[config.mk]
export PLATFORM = sky130hd
export DESIGN_NAME = wav_stream_to_float_decoder
export DESIGN_NICKNAME = d
export VERILOG_FILES = /design/src/rtl/wsd_pkg.sv /design/src/rtl/wsd_parser.sv /design/src/rtl/wsd_to_float.sv /design/src/rtl/wsd_out_fifo.sv /design/src/rtl/wav_stream_to_float_decoder.sv
export SDC_FILE = /design/constraint.sdc
export NUM_CORES = 2
export LEC_CHECK = 0
export ABC_CLOCK_PERIOD_IN_PS = 10000
export BUFFER_PORTS_ARGS = -buffer_cell sky130_fd_sc_hd__buf_2
export CAP_MARGIN = 20
export CORE_MARGIN = 1.5
export CORE_UTILIZATION = 30
export DETAILED_ROUTE_END_ITERATION = 10
export HOLD_SLACK_MARGIN = 0.15
export PLACE_DENSITY_LB_ADDON = 0.3
export SYNTH_ARGS = -nofsm -noshare
export SYNTH_HDL_FRONTEND = slang
export SYNTH_SLANG_ARGS = --single-unit
[constraint.sdc]
create_clock -name clk -period 10 [get_ports clk]
set_input_delay 0.5 -clock clk [delete_from_list [all_inputs] [get_ports clk]]
set_output_delay 0.5 -clock clk [all_outputs]
set_load 0.03 [all_outputs]
[src/rtl/wsd_pkg.sv]
// Shared types, constants and helpers for the WAV stream to float decoder.
// Used by every module of the block; depends on nothing else.
package wsd_pkg;

    // Output queue depth, a power of two of at least eight.
    localparam int FIFO_DEPTH = 8;

    // Chunk and header tags as seen after four bytes shifted in from the top.
    localparam logic [31:0] TAG_RIFF = 32'h4646_4952;
    localparam logic [31:0] TAG_WAVE = 32'h4556_4157;
    localparam logic [31:0] TAG_FMT  = 32'h2074_6D66;
    localparam logic [31:0] TAG_DATA = 32'h6174_6164;

    // Index of the last byte of the part of the fmt chunk that is kept.
    localparam logic [4:0] FMT_BODY_LAST = 5'd15;

    // Stream status codes.
    localparam logic [2:0] ST_OK          = 3'd0;
    localparam logic [2:0] ST_NOT_RIFF    = 3'd1;
    localparam logic [2:0] ST_NOT_WAVE    = 3'd2;
    localparam logic [2:0] ST_INCOMPLETE  = 3'd3;
    localparam logic [2:0] ST_UNSUPPORTED = 3'd4;

    // Encoding codes from the fmt chunk.
    localparam logic [15:0] FMT_PCM   = 16'd1;
    localparam logic [15:0] FMT_FLOAT = 16'd3;

    typedef enum logic [3:0] {
        PH_RIFF  = 4'd0,
        PH_RSIZE = 4'd1,
        PH_WAVE  = 4'd2,
        PH_ID    = 4'd3,
        PH_SIZE  = 4'd4,
        PH_FMT   = 4'd5,
        PH_SKIP  = 4'd6,
        PH_DATA  = 4'd7,
        PH_DONE  = 4'd8
    } phase_t;

    typedef enum logic [1:0] {
        KIND_SAMPLE = 2'd0,
        KIND_FORMAT = 2'd1,
        KIND_ERROR  = 2'd2,
        KIND_END    = 2'd3
    } kind_t;

    // How the raw sample word turns into a float.
    typedef enum logic [1:0] {
        CVT_PCM16 = 2'd0,
        CVT_PCM24 = 2'd1,
        CVT_PCM32 = 2'd2,
        CVT_FLOAT = 2'd3
    } cvt_t;

    typedef struct packed {
        kind_t       kind;
        logic [31:0] sample_value;
        logic [15:0] channel_index;
        logic [31:0] rate_hz;
        logic [15:0] channel_total;
        logic [15:0] sample_width;
        logic [31:0] data_length;
        logic [2:0]  status;
        logic        final_res;
    } res_t;

    // Up to two results caused by one input beat; slot0 is filled first.
    typedef struct packed {
        logic [1:0] valid;
        cvt_t       cvt;
        res_t       slot0;
        res_t       slot1;
    } pair_t;

    // Replace byte pos of a little-endian word.
    function automatic logic [31:0] set_byte(input logic [31:0] word,
                                             input logic [1:0] pos,
                                             input logic [7:0] b);
        logic [31:0] r;
        r = word;
        r[pos*8 +: 8] = b;
        return r;
    endfunction

endpackage

[src/rtl/wsd_parser.sv]
// Header and chunk parser of the WAV decoder: walks the byte stream and
// registers up to two raw results per byte. Depends on wsd_pkg.
module wsd_parser (
    input  logic               clk,
    input  logic               rst_n,
    input  logic               in_valid,
    input  logic [7:0]         in_byte,
    input  logic               in_last,
    output wsd_pkg::pair_t     out_pair
);

    wsd_pkg::phase_t ph_reg, ph_next;
    logic [4:0]  ubc_reg, ubc_next;
    logic [31:0] tag_reg, tag_next;
    logic [31:0] clen_reg, clen_next;
    logic [32:0] skip_reg, skip_next;
    logic [15:0] fmtc_reg, fmtc_next;
    logic [15:0] chn_reg, chn_next;
    logic [31:0] rate_reg, rate_next;
    logic [15:0] balign_reg, balign_next;
    logic [15:0] bits_reg, bits_next;
    logic        seen_reg, seen_next;
    logic [31:0] room_reg, room_next;
    logic [15:0] chpos_reg, chpos_next;
    logic [31:0] asm_reg, asm_next;
    logic [1:0]  sbi_reg, sbi_next;
    logic [2:0]  st_reg, st_next;
    logic [15:0] fbyte_reg, fbyte_next;
    wsd_pkg::pair_t pair_reg, pair_next;

    // Result candidates of the current byte.
    logic           have_a, have_b, have_c;
    wsd_pkg::res_t  res_a, res_b, res_c;
    wsd_pkg::cvt_t  cvt_a;

    // Next state of the parser for one accepted byte.
    always_comb
    begin
        logic [3:0]  fi;
        logic [2:0]  bps;
        logic [15:0] cp;
        logic [1:0]  sbi;
        logic [31:0] asm_w;
        logic [16:0] f1;
        logic [16:0] reach;
        logic [32:0] sk;
        logic [2:0]  st_eos;
        ph_next     = ph_reg;
        ubc_next    = ubc_reg;
        tag_next    = tag_reg;
        clen_next   = clen_reg;
        skip_next   = skip_reg;
        fmtc_next   = fmtc_reg;
        chn_next    = chn_reg;
        rate_next   = rate_reg;
        balign_next = balign_reg;
        bits_next   = bits_reg;
        seen_next   = seen_reg;
        room_next   = room_reg;
        chpos_next  = chpos_reg;
        asm_next    = asm_reg;
        sbi_next    = sbi_reg;
        st_next     = st_reg;
        fbyte_next  = fbyte_reg;
        have_a = 1'b0;
        have_b = 1'b0;
        have_c = 1'b0;
        res_a  = '0;
        res_b  = '0;
        res_c  = '0;
        cvt_a  = wsd_pkg::CVT_PCM16;
        fi     = ubc_reg[3:0];
        bps    = bits_reg[5:3];
        cp     = chpos_reg;
        sbi    = sbi_reg;
        asm_w  = asm_reg;
        f1     = {1'b0, fbyte_reg} + 17'd1;
        reach  = '0;
        sk     = '0;
        st_eos = wsd_pkg::ST_INCOMPLETE;

        unique case (ph_reg)
            wsd_pkg::PH_RIFF, wsd_pkg::PH_RSIZE, wsd_pkg::PH_WAVE, wsd_pkg::PH_ID:
            begin
                tag_next = {in_byte, tag_reg[31:8]};
                ubc_next = ubc_reg + 5'd1;
                if (ubc_reg >= 5'd3)
                begin
                    ubc_next = '0;
                    unique case (ph_reg)
                        wsd_pkg::PH_RIFF:
                        begin
                            if (tag_next != wsd_pkg::TAG_RIFF)
                            begin
                                have_a       = 1'b1;
                                res_a.kind   = wsd_pkg::KIND_ERROR;
                                res_a.status = wsd_pkg::ST_NOT_RIFF;
                                st_next      = wsd_pkg::ST_NOT_RIFF;
                                ph_next      = wsd_pkg::PH_DONE;
                            end
                            else
                            begin
                                ph_next = wsd_pkg::PH_RSIZE;
                            end
                        end
                        wsd_pkg::PH_RSIZE: ph_next = wsd_pkg::PH_WAVE;
                        wsd_pkg::PH_WAVE:
                        begin
                            if (tag_next != wsd_pkg::TAG_WAVE)
                            begin
                                have_a       = 1'b1;
                                res_a.kind   = wsd_pkg::KIND_ERROR;
                                res_a.status = wsd_pkg::ST_NOT_WAVE;
                                st_next      = wsd_pkg::ST_NOT_WAVE;
                                ph_next      = wsd_pkg::PH_DONE;
                            end
                            else
                            begin
                                ph_next = wsd_pkg::PH_ID;
                            end
                        end
                        default: ph_next = wsd_pkg::PH_SIZE;
                    endcase
                end
            end

            wsd_pkg::PH_SIZE:
            begin
                clen_next = wsd_pkg::set_byte(clen_reg, ubc_reg[1:0], in_byte);
                ubc_next  = ubc_reg + 5'd1;
                if (ubc_reg >= 5'd3)
                begin
                    ubc_next = '0;
                    if (tag_reg == wsd_pkg::TAG_FMT)
                    begin
                        ph_next = wsd_pkg::PH_FMT;
                    end
                    else if (tag_reg == wsd_pkg::TAG_DATA)
                    begin
                        // Data chunk header: report the format or fail.
                        have_a = 1'b1;
                        if (!seen_reg || chn_reg == '0 || rate_reg == '0 || balign_reg == '0)
                        begin
                            res_a.kind   = wsd_pkg::KIND_ERROR;
                            res_a.status = wsd_pkg::ST_INCOMPLETE;
                            st_next      = wsd_pkg::ST_INCOMPLETE;
                            ph_next      = wsd_pkg::PH_DONE;
                        end
                        else if (!((fmtc_reg == wsd_pkg::FMT_PCM && (bits_reg == 16'd16 ||
                                    bits_reg == 16'd24 || bits_reg == 16'd32)) ||
                                   (fmtc_reg == wsd_pkg::FMT_FLOAT && bits_reg == 16'd32)))
                        begin
                            res_a.kind   = wsd_pkg::KIND_ERROR;
                            res_a.status = wsd_pkg::ST_UNSUPPORTED;
                            st_next      = wsd_pkg::ST_UNSUPPORTED;
                            ph_next      = wsd_pkg::PH_DONE;
                        end
                        else
                        begin
                            res_a.kind          = wsd_pkg::KIND_FORMAT;
                            res_a.rate_hz       = rate_reg;
                            res_a.channel_total = chn_reg;
                            res_a.sample_width  = bits_reg;
                            res_a.data_length   = clen_next;
                            room_next  = clen_next;
                            fbyte_next = '0;
                            ph_next    = (clen_next == '0) ? wsd_pkg::PH_DONE : wsd_pkg::PH_DATA;
                        end
                    end
                    else
                    begin
                        sk        = {1'b0, clen_next} + {32'd0, clen_next[0]};
                        skip_next = sk;
                        ph_next   = (sk == '0) ? wsd_pkg::PH_ID : wsd_pkg::PH_SKIP;
                    end
                end
            end

            wsd_pkg::PH_FMT:
            begin
                unique case (fi)
                    4'd0, 4'd1:
                        fmtc_next = 16'(wsd_pkg::set_byte({16'd0, fmtc_reg}, {1'b0, fi[0]},
                                                          in_byte));
                    4'd2, 4'd3:
                        chn_next = 16'(wsd_pkg::set_byte({16'd0, chn_reg}, {1'b0, fi[0]},
                                                         in_byte));
                    4'd4, 4'd5, 4'd6, 4'd7:
                        rate_next = wsd_pkg::set_byte(rate_reg, fi[1:0], in_byte);
                    4'd12, 4'd13:
                        balign_next = 16'(wsd_pkg::set_byte({16'd0, balign_reg},
                                                            {1'b0, fi[0]}, in_byte));
                    4'd14, 4'd15:
                        bits_next = 16'(wsd_pkg::set_byte({16'd0, bits_reg}, {1'b0, fi[0]},
                                                          in_byte));
                    default: ;
                endcase
                ubc_next = {1'b0, fi} + 5'd1;
                if ({1'b0, fi} == wsd_pkg::FMT_BODY_LAST)
                begin
                    ubc_next  = '0;
                    seen_next = 1'b1;
                    sk = ((clen_reg > 32'd16) ? {1'b0, clen_reg - 32'd16} : 33'd0)
                         + {32'd0, clen_reg[0]};
                    skip_next = sk;
                    ph_next   = (sk == '0) ? wsd_pkg::PH_ID : wsd_pkg::PH_SKIP;
                end
            end

            wsd_pkg::PH_SKIP:
            begin
                sk        = (skip_reg != '0) ? skip_reg - 33'd1 : skip_reg;
                skip_next = sk;
                if (sk == '0)
                    ph_next = wsd_pkg::PH_ID;
            end

            wsd_pkg::PH_DATA:
            begin
                if (fbyte_reg == '0 && room_reg < {16'd0, balign_reg})
                begin
                    // Trailing partial frame: drop the rest of the chunk.
                    ph_next = wsd_pkg::PH_DONE;
                end
                else
                begin
                    if (fbyte_reg == '0)
                    begin
                        cp  = '0;
                        sbi = '0;
                    end
                    chpos_next = cp;
                    sbi_next   = sbi;
                    reach = {1'b0, fbyte_reg} + {14'd0, bps - {1'b0, sbi}};
                    if (cp < chn_reg && reach <= {1'b0, balign_reg})
                    begin
                        asm_w = wsd_pkg::set_byte(asm_reg, sbi, in_byte);
                        if ({1'b0, sbi} + 3'd1 >= bps)
                        begin
                            have_a              = 1'b1;
                            res_a.kind          = wsd_pkg::KIND_SAMPLE;
                            res_a.sample_value  = asm_w;
                            res_a.channel_index = cp;
                            chpos_next = cp + 16'd1;
                            sbi_next   = '0;
                            asm_next   = '0;
                        end
                        else
                        begin
                            sbi_next = sbi + 2'd1;
                            asm_next = asm_w;
                        end
                    end
                    fbyte_next = (f1 >= {1'b0, balign_reg}) ? 16'd0 : f1[15:0];
                    room_next  = room_reg - 32'd1;
                    if (room_next == '0)
                        ph_next = wsd_pkg::PH_DONE;
                end
            end

            default: ;
        endcase

        // Conversion kind of a sample.
        if (fmtc_reg == wsd_pkg::FMT_FLOAT)
            cvt_a = wsd_pkg::CVT_FLOAT;
        else if (bits_reg == 16'd16)
            cvt_a = wsd_pkg::CVT_PCM16;
        else if (bits_reg == 16'd24)
            cvt_a = wsd_pkg::CVT_PCM24;
        else
            cvt_a = wsd_pkg::CVT_PCM32;

        // Last byte of the file: close out and rearm.
        if (in_last)
        begin
            if (ph_next < wsd_pkg::PH_DATA)
            begin
                if (ph_next == wsd_pkg::PH_RIFF)
                    st_eos = wsd_pkg::ST_NOT_RIFF;
                else if (ph_next == wsd_pkg::PH_WAVE)
                    st_eos = wsd_pkg::ST_NOT_WAVE;
                have_b       = 1'b1;
                res_b.kind   = wsd_pkg::KIND_ERROR;
                res_b.status = st_eos;
                st_next      = st_eos;
            end
            have_c       = 1'b1;
            res_c.kind   = wsd_pkg::KIND_END;
            res_c.status = st_next;
            ph_next     = wsd_pkg::PH_RIFF;
            ubc_next    = '0;
            tag_next    = '0;
            clen_next   = '0;
            skip_next   = '0;
            fmtc_next   = '0;
            chn_next    = '0;
            rate_next   = '0;
            balign_next = '0;
            bits_next   = '0;
            seen_next   = 1'b0;
            room_next   = '0;
            chpos_next  = '0;
            asm_next    = '0;
            sbi_next    = '0;
            st_next     = '0;
            fbyte_next  = '0;
        end
    end

    // Pack the candidates into slots, first result in slot0.
    always_comb
    begin
        pair_next                 = '0;
        pair_next.cvt             = cvt_a;
        pair_next.valid[0]        = in_valid && (have_a || have_b || have_c);
        pair_next.valid[1]        = in_valid && (have_a || have_b) && have_c;
        if (have_a)
            pair_next.slot0 = res_a;
        else if (have_b)
            pair_next.slot0 = res_b;
        else
            pair_next.slot0 = res_c;
        pair_next.slot1           = res_c;
        pair_next.slot0.final_res = !((have_a || have_b) && have_c);
        pair_next.slot1.final_res = 1'b1;
    end

    // Parser state, updated on each accepted beat.
    always_ff @(posedge clk or negedge rst_n)
    begin
        if (!rst_n)
        begin
            ph_reg     <= wsd_pkg::PH_RIFF;
            ubc_reg    <= '0;
            tag_reg    <= '0;
            clen_reg   <= '0;
            skip_reg   <= '0;
            fmtc_reg   <= '0;
            chn_reg    <= '0;
            rate_reg   <= '0;
            balign_reg <= '0;
            bits_reg   <= '0;
            seen_reg   <= 1'b0;
            room_reg   <= '0;
            chpos_reg  <= '0;
            asm_reg    <= '0;
            sbi_reg    <= '0;
            st_reg     <= '0;
            fbyte_reg  <= '0;
        end
        else if (in_valid)
        begin
            ph_reg     <= ph_next;
            ubc_reg    <= ubc_next;
            tag_reg    <= tag_next;
            clen_reg   <= clen_next;
            skip_reg   <= skip_next;
            fmtc_reg   <= fmtc_next;
            chn_reg    <= chn_next;
            rate_reg   <= rate_next;
            balign_reg <= balign_next;
            bits_reg   <= bits_next;
            seen_reg   <= seen_next;
            room_reg   <= room_next;
            chpos_reg  <= chpos_next;
            asm_reg    <= asm_next;
            sbi_reg    <= sbi_next;
            st_reg     <= st_next;
            fbyte_reg  <= fbyte_next;
        end
    end

    // Result register.
    always_ff @(posedge clk or negedge rst_n)
    begin
        if (!rst_n)
            pair_reg <= '0;
        else
            pair_reg <= pair_next;
    end

    assign out_pair = pair_reg;

endmodule

[src/rtl/wsd_to_float.sv]
// Two-stage conversion of a raw sample word to an IEEE single bit pattern:
// leading-one search, then normalize and round. Depends on wsd_pkg.
module wsd_to_float (
    input  logic           clk,
    input  logic           rst_n,
    input  wsd_pkg::pair_t in_pair,
    output wsd_pkg::pair_t out_pair
);

    wsd_pkg::pair_t pair_reg;
    logic [31:0]    mag_reg, mag_next;
    logic [4:0]     top_reg, top_next;
    logic           neg_reg, neg_next;

    // Stage one: align to Q1.31, take the magnitude, find its top bit.
    always_comb
    begin
        logic [31:0] x;
        unique case (in_pair.cvt)
            wsd_pkg::CVT_PCM16: x = {in_pair.slot0.sample_value[15:0], 16'd0};
            wsd_pkg::CVT_PCM24: x = {in_pair.slot0.sample_value[23:0], 8'd0};
            default:            x = in_pair.slot0.sample_value;
        endcase
        neg_next = x[31];
        mag_next = x[31] ? (~x + 32'd1) : x;
        top_next = '0;
        for (int i = 0; i < 32; i++)
        begin
            if (mag_next[i])
                top_next = 5'(i);
        end
    end

    // Register between the two stages.
    always_ff @(posedge clk or negedge rst_n)
    begin
        if (!rst_n)
        begin
            pair_reg <= '0;
            mag_reg  <= '0;
            top_reg  <= '0;
            neg_reg  <= 1'b0;
        end
        else
        begin
            pair_reg <= in_pair;
            mag_reg  <= mag_next;
            top_reg  <= top_next;
            neg_reg  <= neg_next;
        end
    end

    // Stage two: normalize, round to nearest even and assemble the word.
    always_comb
    begin
        logic [31:0] mn;
        logic [24:0] keep;
        logic [7:0]  rem;
        logic [7:0]  expo;
        logic [31:0] fbits;
        mn   = mag_reg << (5'd31 - top_reg);
        rem  = mn[7:0];
        keep = {1'b0, mn[31:8]};
        if (rem > 8'h80 || (rem == 8'h80 && keep[0]))
            keep = keep + 25'd1;
        expo = 8'd96 + {3'd0, top_reg};
        if (keep[24])
        begin
            expo = expo + 8'd1;
            keep = keep >> 1;
        end
        fbits = {neg_reg, expo, keep[22:0]};
        if (mag_reg == '0)
            fbits = '0;

        out_pair = pair_reg;
        if (pair_reg.slot0.kind == wsd_pkg::KIND_SAMPLE &&
            pair_reg.cvt != wsd_pkg::CVT_FLOAT)
            out_pair.slot0.sample_value = fbits;
    end

endmodule

[src/rtl/wsd_out_fifo.sv]
// Result queue of the WAV decoder: takes up to two results a cycle and hands
// out one per beat. Depends on wsd_pkg.
module wsd_out_fifo #(
    parameter int DEPTH = wsd_pkg::FIFO_DEPTH
) (
    input  logic                         clk,
    input  logic                         rst_n,
    input  wsd_pkg::pair_t               push_pair,
    output wsd_pkg::res_t                head,
    output logic                         head_valid,
    input  logic                         head_ready,
    output logic [$clog2(DEPTH+1)-1:0]   fill
);

    localparam int IW = $clog2(DEPTH);
    localparam int CW = $clog2(DEPTH + 1);

    wsd_pkg::res_t   mem_reg [DEPTH];
    logic [IW-1:0]   wp_reg, rp_reg;
    logic [CW-1:0]   cnt_reg;
    logic [CW-1:0]   n_push;
    logic            pop;

    assign n_push     = CW'(push_pair.valid[0]) + CW'(push_pair.valid[1]);
    assign head_valid = (cnt_reg != '0);
    assign pop        = head_valid && head_ready;
    assign head       = mem_reg[rp_reg];
    assign fill       = cnt_reg;

    // Storage; slot1 is only valid together with slot0.
    always_ff @(posedge clk)
    begin
        if (push_pair.valid[0])
            mem_reg[wp_reg] <= push_pair.slot0;
        if (push_pair.valid[1])
            mem_reg[wp_reg + IW'(1)] <= push_pair.slot1;
    end

    // Pointers and fill count.
    always_ff @(posedge clk or negedge rst_n)
    begin
        if (!rst_n)
        begin
            wp_reg  <= '0;
            rp_reg  <= '0;
            cnt_reg <= '0;
        end
        else
        begin
            wp_reg  <= wp_reg + IW'(n_push);
            rp_reg  <= rp_reg + IW'(pop);
            cnt_reg <= cnt_reg + n_push - CW'(pop);
        end
    end

endmodule

[src/rtl/wav_stream_to_float_decoder.sv]
// Top level of the WAV byte stream decoder; ties the parser, the float
// conversion and the result queue together. Depends on wsd_pkg.
//
// The block takes one WAV file byte per beat, one beat every cycle while
// input ready is high, and turns it into format reports, errors, float
// samples and an end marker. A result passes the parser's result register,
// the register between the two float conversion stages and the output queue
// on its way out. A byte causes at most two results; the output side gives
// one result a beat, so a stream of such bytes runs at the rate of the
// output. Input ready drops while the queue plus the results still in the
// pipeline could not take two more. There is no clearing pass after reset;
// the block accepts bytes from the first cycle.
module wav_stream_to_float_decoder #(
    parameter int FIFO_DEPTH = wsd_pkg::FIFO_DEPTH
) (
    input  logic         clk,
    input  logic         rst_n,
    input  logic         s_tvalid,
    output logic         s_tready,
    input  logic [7:0]   s_tdata,   // data_byte
    input  logic         s_tlast,   // end_of_stream
    output logic         m_tvalid,
    input  logic         m_tready,
    // sample_value, channel_index, rate_hz, channel_total, sample_width,
    // data_length, status, zero fill
    output logic [151:0] m_tdata,
    output logic [1:0]   m_tuser,   // kind
    output logic         m_tlast    // final_res
);

    localparam int CW = $clog2(FIFO_DEPTH + 1);

    wsd_pkg::pair_t  parse_pair, float_pair;
    wsd_pkg::res_t   head;
    logic [CW-1:0]   fill;
    logic [CW:0]     used;
    logic            accept;

    assign accept = s_tvalid && s_tready;

    // Room check over the queue and everything still in flight.
    assign used = {1'b0, fill}
                  + (CW+1)'(parse_pair.valid[0]) + (CW+1)'(parse_pair.valid[1])
                  + (CW+1)'(float_pair.valid[0]) + (CW+1)'(float_pair.valid[1]);
    assign s_tready = (used <= (CW+1)'(FIFO_DEPTH - 2));

    wsd_parser u_parser (
        .clk      (clk),
        .rst_n    (rst_n),
        .in_valid (accept),
        .in_byte  (s_tdata),
        .in_last  (s_tlast),
        .out_pair (parse_pair)
    );

    wsd_to_float u_to_float (
        .clk      (clk),
        .rst_n    (rst_n),
        .in_pair  (parse_pair),
        .out_pair (float_pair)
    );

    wsd_out_fifo #(
        .DEPTH (FIFO_DEPTH)
    ) u_out_fifo (
        .clk        (clk),
        .rst_n      (rst_n),
        .push_pair  (float_pair),
        .head       (head),
        .head_valid (m_tvalid),
        .head_ready (m_tready),
        .fill       (fill)
    );

    // Output beat packing.
    assign m_tdata = {5'd0, head.status, head.data_length, head.sample_width,
                      head.channel_total, head.rate_hz, head.channel_index,
                      head.sample_value};
    assign m_tuser = head.kind;
    assign m_tlast = head.final_res;

endmodule

== Word level (Yosys, flattened, before mapping) ==
Memories as Yosys holds them, arrays and structs flattened.
Cells that the tools add are included.
Word-level totals
  input bits: 13
  memories: 1
  RAM bits: 1200
  register bits: 672
Memories
  u_out_fifo.mem_reg: depth 8, width 150, read ports 1, clocked after Yosys merged registers in 0, wr ports 2, line wsd_out_fifo.sv:18  | wsd_pkg::res_t mem_reg [DEPTH];
Cells by class
  bitwise logic cells: 1
  add/subtract/negate cells: 31
  $lt $le $gt $ge: 10
  equal/unequal tests: 40
  mux-type cells: 205
  shifts and indexed selects: 7
  reduce and logical (&&, ||, !) cells: 74
Operators with widths (count)
  $mux 32: 23
  $mux 16: 28
  $mux 150: 2
  $mux 99: 3
  $mux 96: 3
  $bwmux 32: 7
  $mux 33: 6
  $logic_not 32->1: 4
  $pmux 32 s2: 2
  $shift 8x34->32 const A: 3
  $shiftx 8x34->32: 3
  $mux 50: 2
  $logic_not 33->1: 3
  $pmux 33 s3: 1
  $mux 48: 2
  $mux 5: 19
  $mux 4: 22
  $mux 3: 23
  $neg 5->34: 2
  $ne 32x31->1 const B: 2
  $mux 2: 25
  $logic_not 16->1: 3
  $neg 4->34: 1
  $add 32x1->33: 1
  82 further kinds: 178

== Logic depth before layout (Yosys ltp) ==
  depth after elaboration: 36
  depth in mapped cells: 29
  depth with buffers taken out: 27

== Modules after synthesis ==
Synthesis repeated with hierarchy kept, for this count alone.
Unflattened totals
  cells, all modules: 7809
  area, all modules: 104740.5 µm²
Modules (own cells, without submodules)
  wsd_out_fifo: cells an instance 3131, times used 1, seq. area each 36284.8 µm², area each 60082.6 µm²
  wsd_parser: cells an instance 3313, times used 1, seq. area each 11586.1 µm², area each 28564.9 µm²
  wsd_to_float: cells an instance 1340, times used 1, seq. area each 8558.2 µm², area each 15865.2 µm²
  wav_stream_to_float_decoder: cells an instance 25, times used 1, seq. area each 0.0 µm², area each 227.7 µm²

== Worst setup path after synthesis ==
No wires, ideal clock.
  kind: flip-flop to flip-flop
  start point: register u_parser.fbyte_reg[3]
  end point: register u_parser.chpos_reg[8]
  path slack: 4063 ps
  buffers on the path: 2
  arrival: 5868 ps
  cell stages (with the launch flop): 27
  clock period less this slack: 5937 ps
  library setup time: 69 ps
  cells stage by stage: dfrtp_1 > clkbuf_1 > nor4b_1 > nand4_1 > clkbuf_1 > nand2_1 > inv_1 > ha_1 > inv_1 > fa_1 > fa_1 > a21oi_1 > nor2_1 > nand3_1 > xnor2_1 > ha_1 > a21o_1 > a21oi_1 > nor2b_1 > o21ai_0 > nand2b_1 > a2111oi_0 > a221oi_1 > nor4b_2 > nand4_1 > or4_1 > nand3_1
Between the ends
  cells in the longest elaborated chain, start to end: 12
  elaborated cells on any way between the ends: 23
Ends and longest elaborated chain
  start, declared: line wsd_parser.sv:28  | logic [15:0] fbyte_reg, fbyte_next;
  start signal, assigned: line wsd_parser.sv:370  | fbyte_reg <= fbyte_next;
  $logic_not 16->1: line wsd_parser.sv:220, wsd_parser.sv:227
  $mux 2: line wsd_parser.sv:227  | if (fbyte_reg == '0)
  $mux 2: line wsd_parser.sv:220  | if (fbyte_reg == '0 && room_reg < {16'd0, balign_reg})
  $mux 2: line wsd_parser.sv:82  | unique case (ph_reg)
  $sub 3x2->3: line wsd_parser.sv:234  | reach = {1'b0, fbyte_reg} + {14'd0, bps - {1'b0, sbi}};
  $add 16x3->17: line wsd_parser.sv:234
  $le 17x16->1: line wsd_parser.sv:235  | if (cp < chn_reg && reach <= {1'b0, balign_reg})
  $logic_and 1x1->1: line wsd_parser.sv:235
  $mux 16: line wsd_parser.sv:235
  $mux 16: line wsd_parser.sv:220
  $mux 16: line wsd_parser.sv:82
  $mux 16: line wsd_parser.sv:275  | if (in_last)
  end signal, assigned: line wsd_parser.sv:366  | chpos_reg <= chpos_next;
  end, declared: line wsd_parser.sv:24  | logic [15:0] chpos_reg, chpos_next;
Several ways; a longest one is shown, not always the timed one. The select of a mux whose other input is x is not followed.
A chain may end at the register's enable or synchronous reset.

== Worst setup path in the final report ==
  start point: register u_parser.fbyte_reg[1]
  end point: register u_parser.chpos_reg[8]
Same word-level chain as after synthesis.

==> flow_summary_export.csv <==
group,metric,value,unit
min_path,worstHoldPathCells,4,
timing,hold_viol_final,0,
die,die_width,543,um
critical_path,rrSetupSlack,2670,ps
critical_path,cp_slowest_cell,"or4_1",
critical_path,crit_path_start_kind,"register",
timing,skew,56.9,ps
critical_path,crit_start,"u_parser.fbyte_reg[1]",
routing,vias_per_cell,5.52,
cts,clock_path_buffers,4,
synth,syn_inst,9568,
grt,grt_first_pass_wirelength,463,mm
timing,max_freq,136,MHz
die,num_rows,198,
synth,synth_area_leader_cell,"dfxtp_1",
synth,avgSynthCellArea,9.15,sq um
routing,ant_nets,0,
critical_path,criticalPathCategory,"register to register",
critical_path,cp_max_fo,24,
synth,synth_seq_cells,1870,
cts,cts-root-buf,"clkbuf_16",
cts,cts_max_level,4,
critical_path,r2r-end,"u_parser.chpos_reg[8]",
critical_path,cp.arrival,8100,ps
cts,cts_made_buffers,198,
power_and_ir_drop,leakagePower,41.4,nW
timing,layout_min_cycle_time,7330,ps
place,io_buffers,164,
cts,clk_latency,880,ps
cts,cts_num_sinks,1870,
synth,ys_seq_area_share,47.1,%
grt,grt_usage,20.3,%
cts,cts_resized,0,
critical_path,r2r_cells,29,
cells_and_area,nNetsFinal,9406,
grt,antenna_found_initial,18,
place,gp_congestion,0.911,
timing,final-max-slew-violation-count,0,
power_and_ir_drop,p_per_area,251,nW/um^2
cts,tritoncts,"built",
run_status,outcome,"complete, no violations",
die,ios,170,
cells_and_area,area_delta_synth_final,11.9,%
cells_and_area,largest_reg_flops,1200,
critical_path,max_stage_delay,530,ps
synth,synthTopCellsByArea,"dfxtp_1, dfrtp_1, nand2_1, mux4_2, nand3_1",
synth,ys_async_sr_fraction,35.8,%
min_path,worstHoldStart,"s_tdata[2]",
routing,wl,309,mm
die,initial_core_util,30.1,%
cells_and_area,final_layout_size_suffix_gt1_share,13.1,%
synth,synthDistinctLibCells,102,
timing,post-route-period-util,73.3,%
synth,synth_top_area_share,26.3,%
timing,max_slew_margin,20.4,%
grt,grt_max_degree,167,
grt,gr-total-overflow,0,
routing,remaining_drc_errors,0,
synth,syn-cell-area,87600,sq um
cts,path_clk_slew,60,ps
flow_run,maxCapViolations,0,
critical_path,worst_path_most_repeated_cell,"ha_1",
min_path,worstHoldPathType,"primary input to register",
die,dieArea,295000,sq um
timing,fin_tns_setup,0,ps
cts,cts_setup_buffers,0,
cells_and_area,stdcell_count,13300,
min_path,whs_endpoint,"u_parser.tag_reg[26]",
power_and_ir_drop,irDropWorstVdd,221,uV
cts,hold_buffers,4,
die,die_h,543,um
routing,drtPass1Iterations,7,
routing,wl_per_cell,23.2,um
synth,synth_edf_count,48,
timing,setup_viol,0,
place,post-dp-hpwl,185,mm
critical_path,critPathCaptureType,"register",
routing,drtIter0Drc,7730,
synth,ys.flop_type,"dfxtp_1",
place,dp_cells,13000,
timing,tightestPinTransition,1190,ps
synth,yosys_warnings,0,
die,core_region_area,291000,sq um
routing,vias,73600,
grt,grt_pass1_vias,71700,
timing,grt_setup_unrepaired,"false",
critical_path,required,10770,ps
critical_path,rr_startpoint,"u_parser.fbyte_reg[1]",
Yosys cell counts, drive strengths merged, types with 21 or more instances:
| master | number |
|---|---|
| o31ai | 68 |
| dfxtp | 1152 |
| or4 | 34 |
| mux2i | 42 |
| buf | 185 |
| a22o | 194 |
| o22ai | 51 |
| clkbuf | 661 |
| ha | 111 |
| a21o | 24 |
| nand3 | 965 |
| nor2b | 87 |
| xor2 | 76 |
| nand2b | 34 |
| a21oi | 234 |
| mux2 | 167 |
| or2 | 21 |
| nor2 | 370 |
| nor3 | 119 |
| and2 | 27 |
| nand2 | 2241 |
| xnor2 | 116 |
| o21ai | 703 |
| o21a | 25 |
| or3 | 32 |
| nand4 | 66 |
| dfrtp | 670 |
| inv | 122 |
| a31oi | 73 |
| edfxtp | 48 |
| mux4 | 339 |
| and3 | 120 |
| nor4 | 103 |
kinds of logic (layout without fill, tap and decap cells):
| kind of cell | Yosys count | in the layout | share of synthesized area (%) |
|---|---|---|---|
| muxes | 548 | 548 | 11.3 |
| buffers and inverters | 971 | 815 | 4.57 |
| AOI/OAI and AO/OA | 1550 | 1550 | 11.0 |
| other | 2 | 26 | 0.00858 |
| xor gates and xnor gates | 192 | 192 | 1.94 |
| and+or+nand+nor | 4317 | 4317 | 22.3 |
| adders and majority gates | 118 | 118 | 1.75 |
| DFF | 1870 | 1870 | 47.1 |
cell type report:
| type | instances | area, sq um |
|---|---|---|
| antenna | 7 | 17.5 |
| clock buffer | 294 | 5800 |
| clock inverter | 60 | 559 |
| fill | 29400 | 193000 |
| inverter | 125 | 469 |
| multi-input combinational | 6744 | 42600 |
| sequential | 1870 | 41300 |
| tap | 3900 | 4880 |
| timing repair buffer | 336 | 2340 |
through the flow:
stage | setup slack [ps] | hold slack, ps | total power [W] | instance area, sq um | utilization (%)
2_1_floorplan | 4060 | 204 | 0.0145 | 87600 | -
3_3_place_gp | 2520 | 331 | 0.0171 | 91400 | 31.5
3_5_place_dp | 2840 | 335 | 0.0172 | 91500 | 31.5
4_1_cts | 2770 | 175 | 0.0246 | 97900 | 33.7
5_1_grt | 2190 | 244 | 0.0257 | 98000 | 33.7
6_report | 2670 | 219 | 0.0245 | 98000 | 33.7
how the worst max path moves through the flow:
stage	to	slack, ps	depth (start not counted)
finish	u_parser.chpos_reg[8]	2670	29
global route	u_parser.asm_reg[1]	2190	29
CTS	u_parser.chpos_reg[8]	2770	29
detailed placement	u_parser.chpos_reg[8]	2840	29
global placement	u_parser.chpos_reg[8]	2520	29
floorplan	u_parser.chpos_reg[8]	4060	26
power by group:
| part | total (W) | leakage (nW) | switching, W | internal (W) |
|---|---|---|---|---|
| clock | 0.00733 | 3.15 | 0.00314 | 0.00420 |
| sequential | 0.00877 | 18.8 | 0.000687 | 0.00809 |
| combinational | 0.00844 | 19.5 | 0.00562 | 0.00282 |
| total | 0.0245 | 41.4 | 0.00945 | 0.0151 |
per-layer routing:
| layer | part of all wire (%) | GRT usage (%) | vias up |
|---|---|---|---|
| met2 | 47 | 33.4 | 3319 |
| met3 | 7.8 | 3.19 | 604 |
| li1 | - | - | 32900 |
| met1 | 42 | 27.0 | 36700 |
| met4 | 3.1 | 6.90 | 22 |
| met5 | 0.046 | 0 | - |
worst max-delay path, delay by kind of cell, from the launching register on:
kind / cells / cell delay, ps
simple gates: 11 / 2930
fa+ha+maj: 5 / 1280
compound gates: 7 / 1460
flops: 1 / 450
buf+inv: 5 / 940
xor+xnor: 1 / 150
layout by cell type, fill, tap and decap left out, types with 40 or more instances in the layout:
cell       netlist  routed
a22o_1         194     194
a21oi_1        234     233
ha_1           111     111
nor4_1          97      97
nor2b_1         87      86
a31oi_1         73      73
nand3_1        965     961
and3_1         120     120
nand2_1       2241    2233
nor2_1         370     362
buf_4           60     152
nand4_1         65      65
buf_2           10     162
clkbuf_16        0     202
o31ai_1         68      67
xor2_1          75      75
nor3_1         116     111
edfxtp_1        48      48
mux2i_1         42      42
dfrtp_1        670     665
inv_1          121     121
xnor2_1        115     115
dfxtp_1       1152    1152
clkbuf_1       599      52
clkbuf_8         0      40
o22ai_1         51      51
mux4_2         339     339
mux2_2         167     167
o21ai_0        688     688
(Power assumes the default switching activity.)
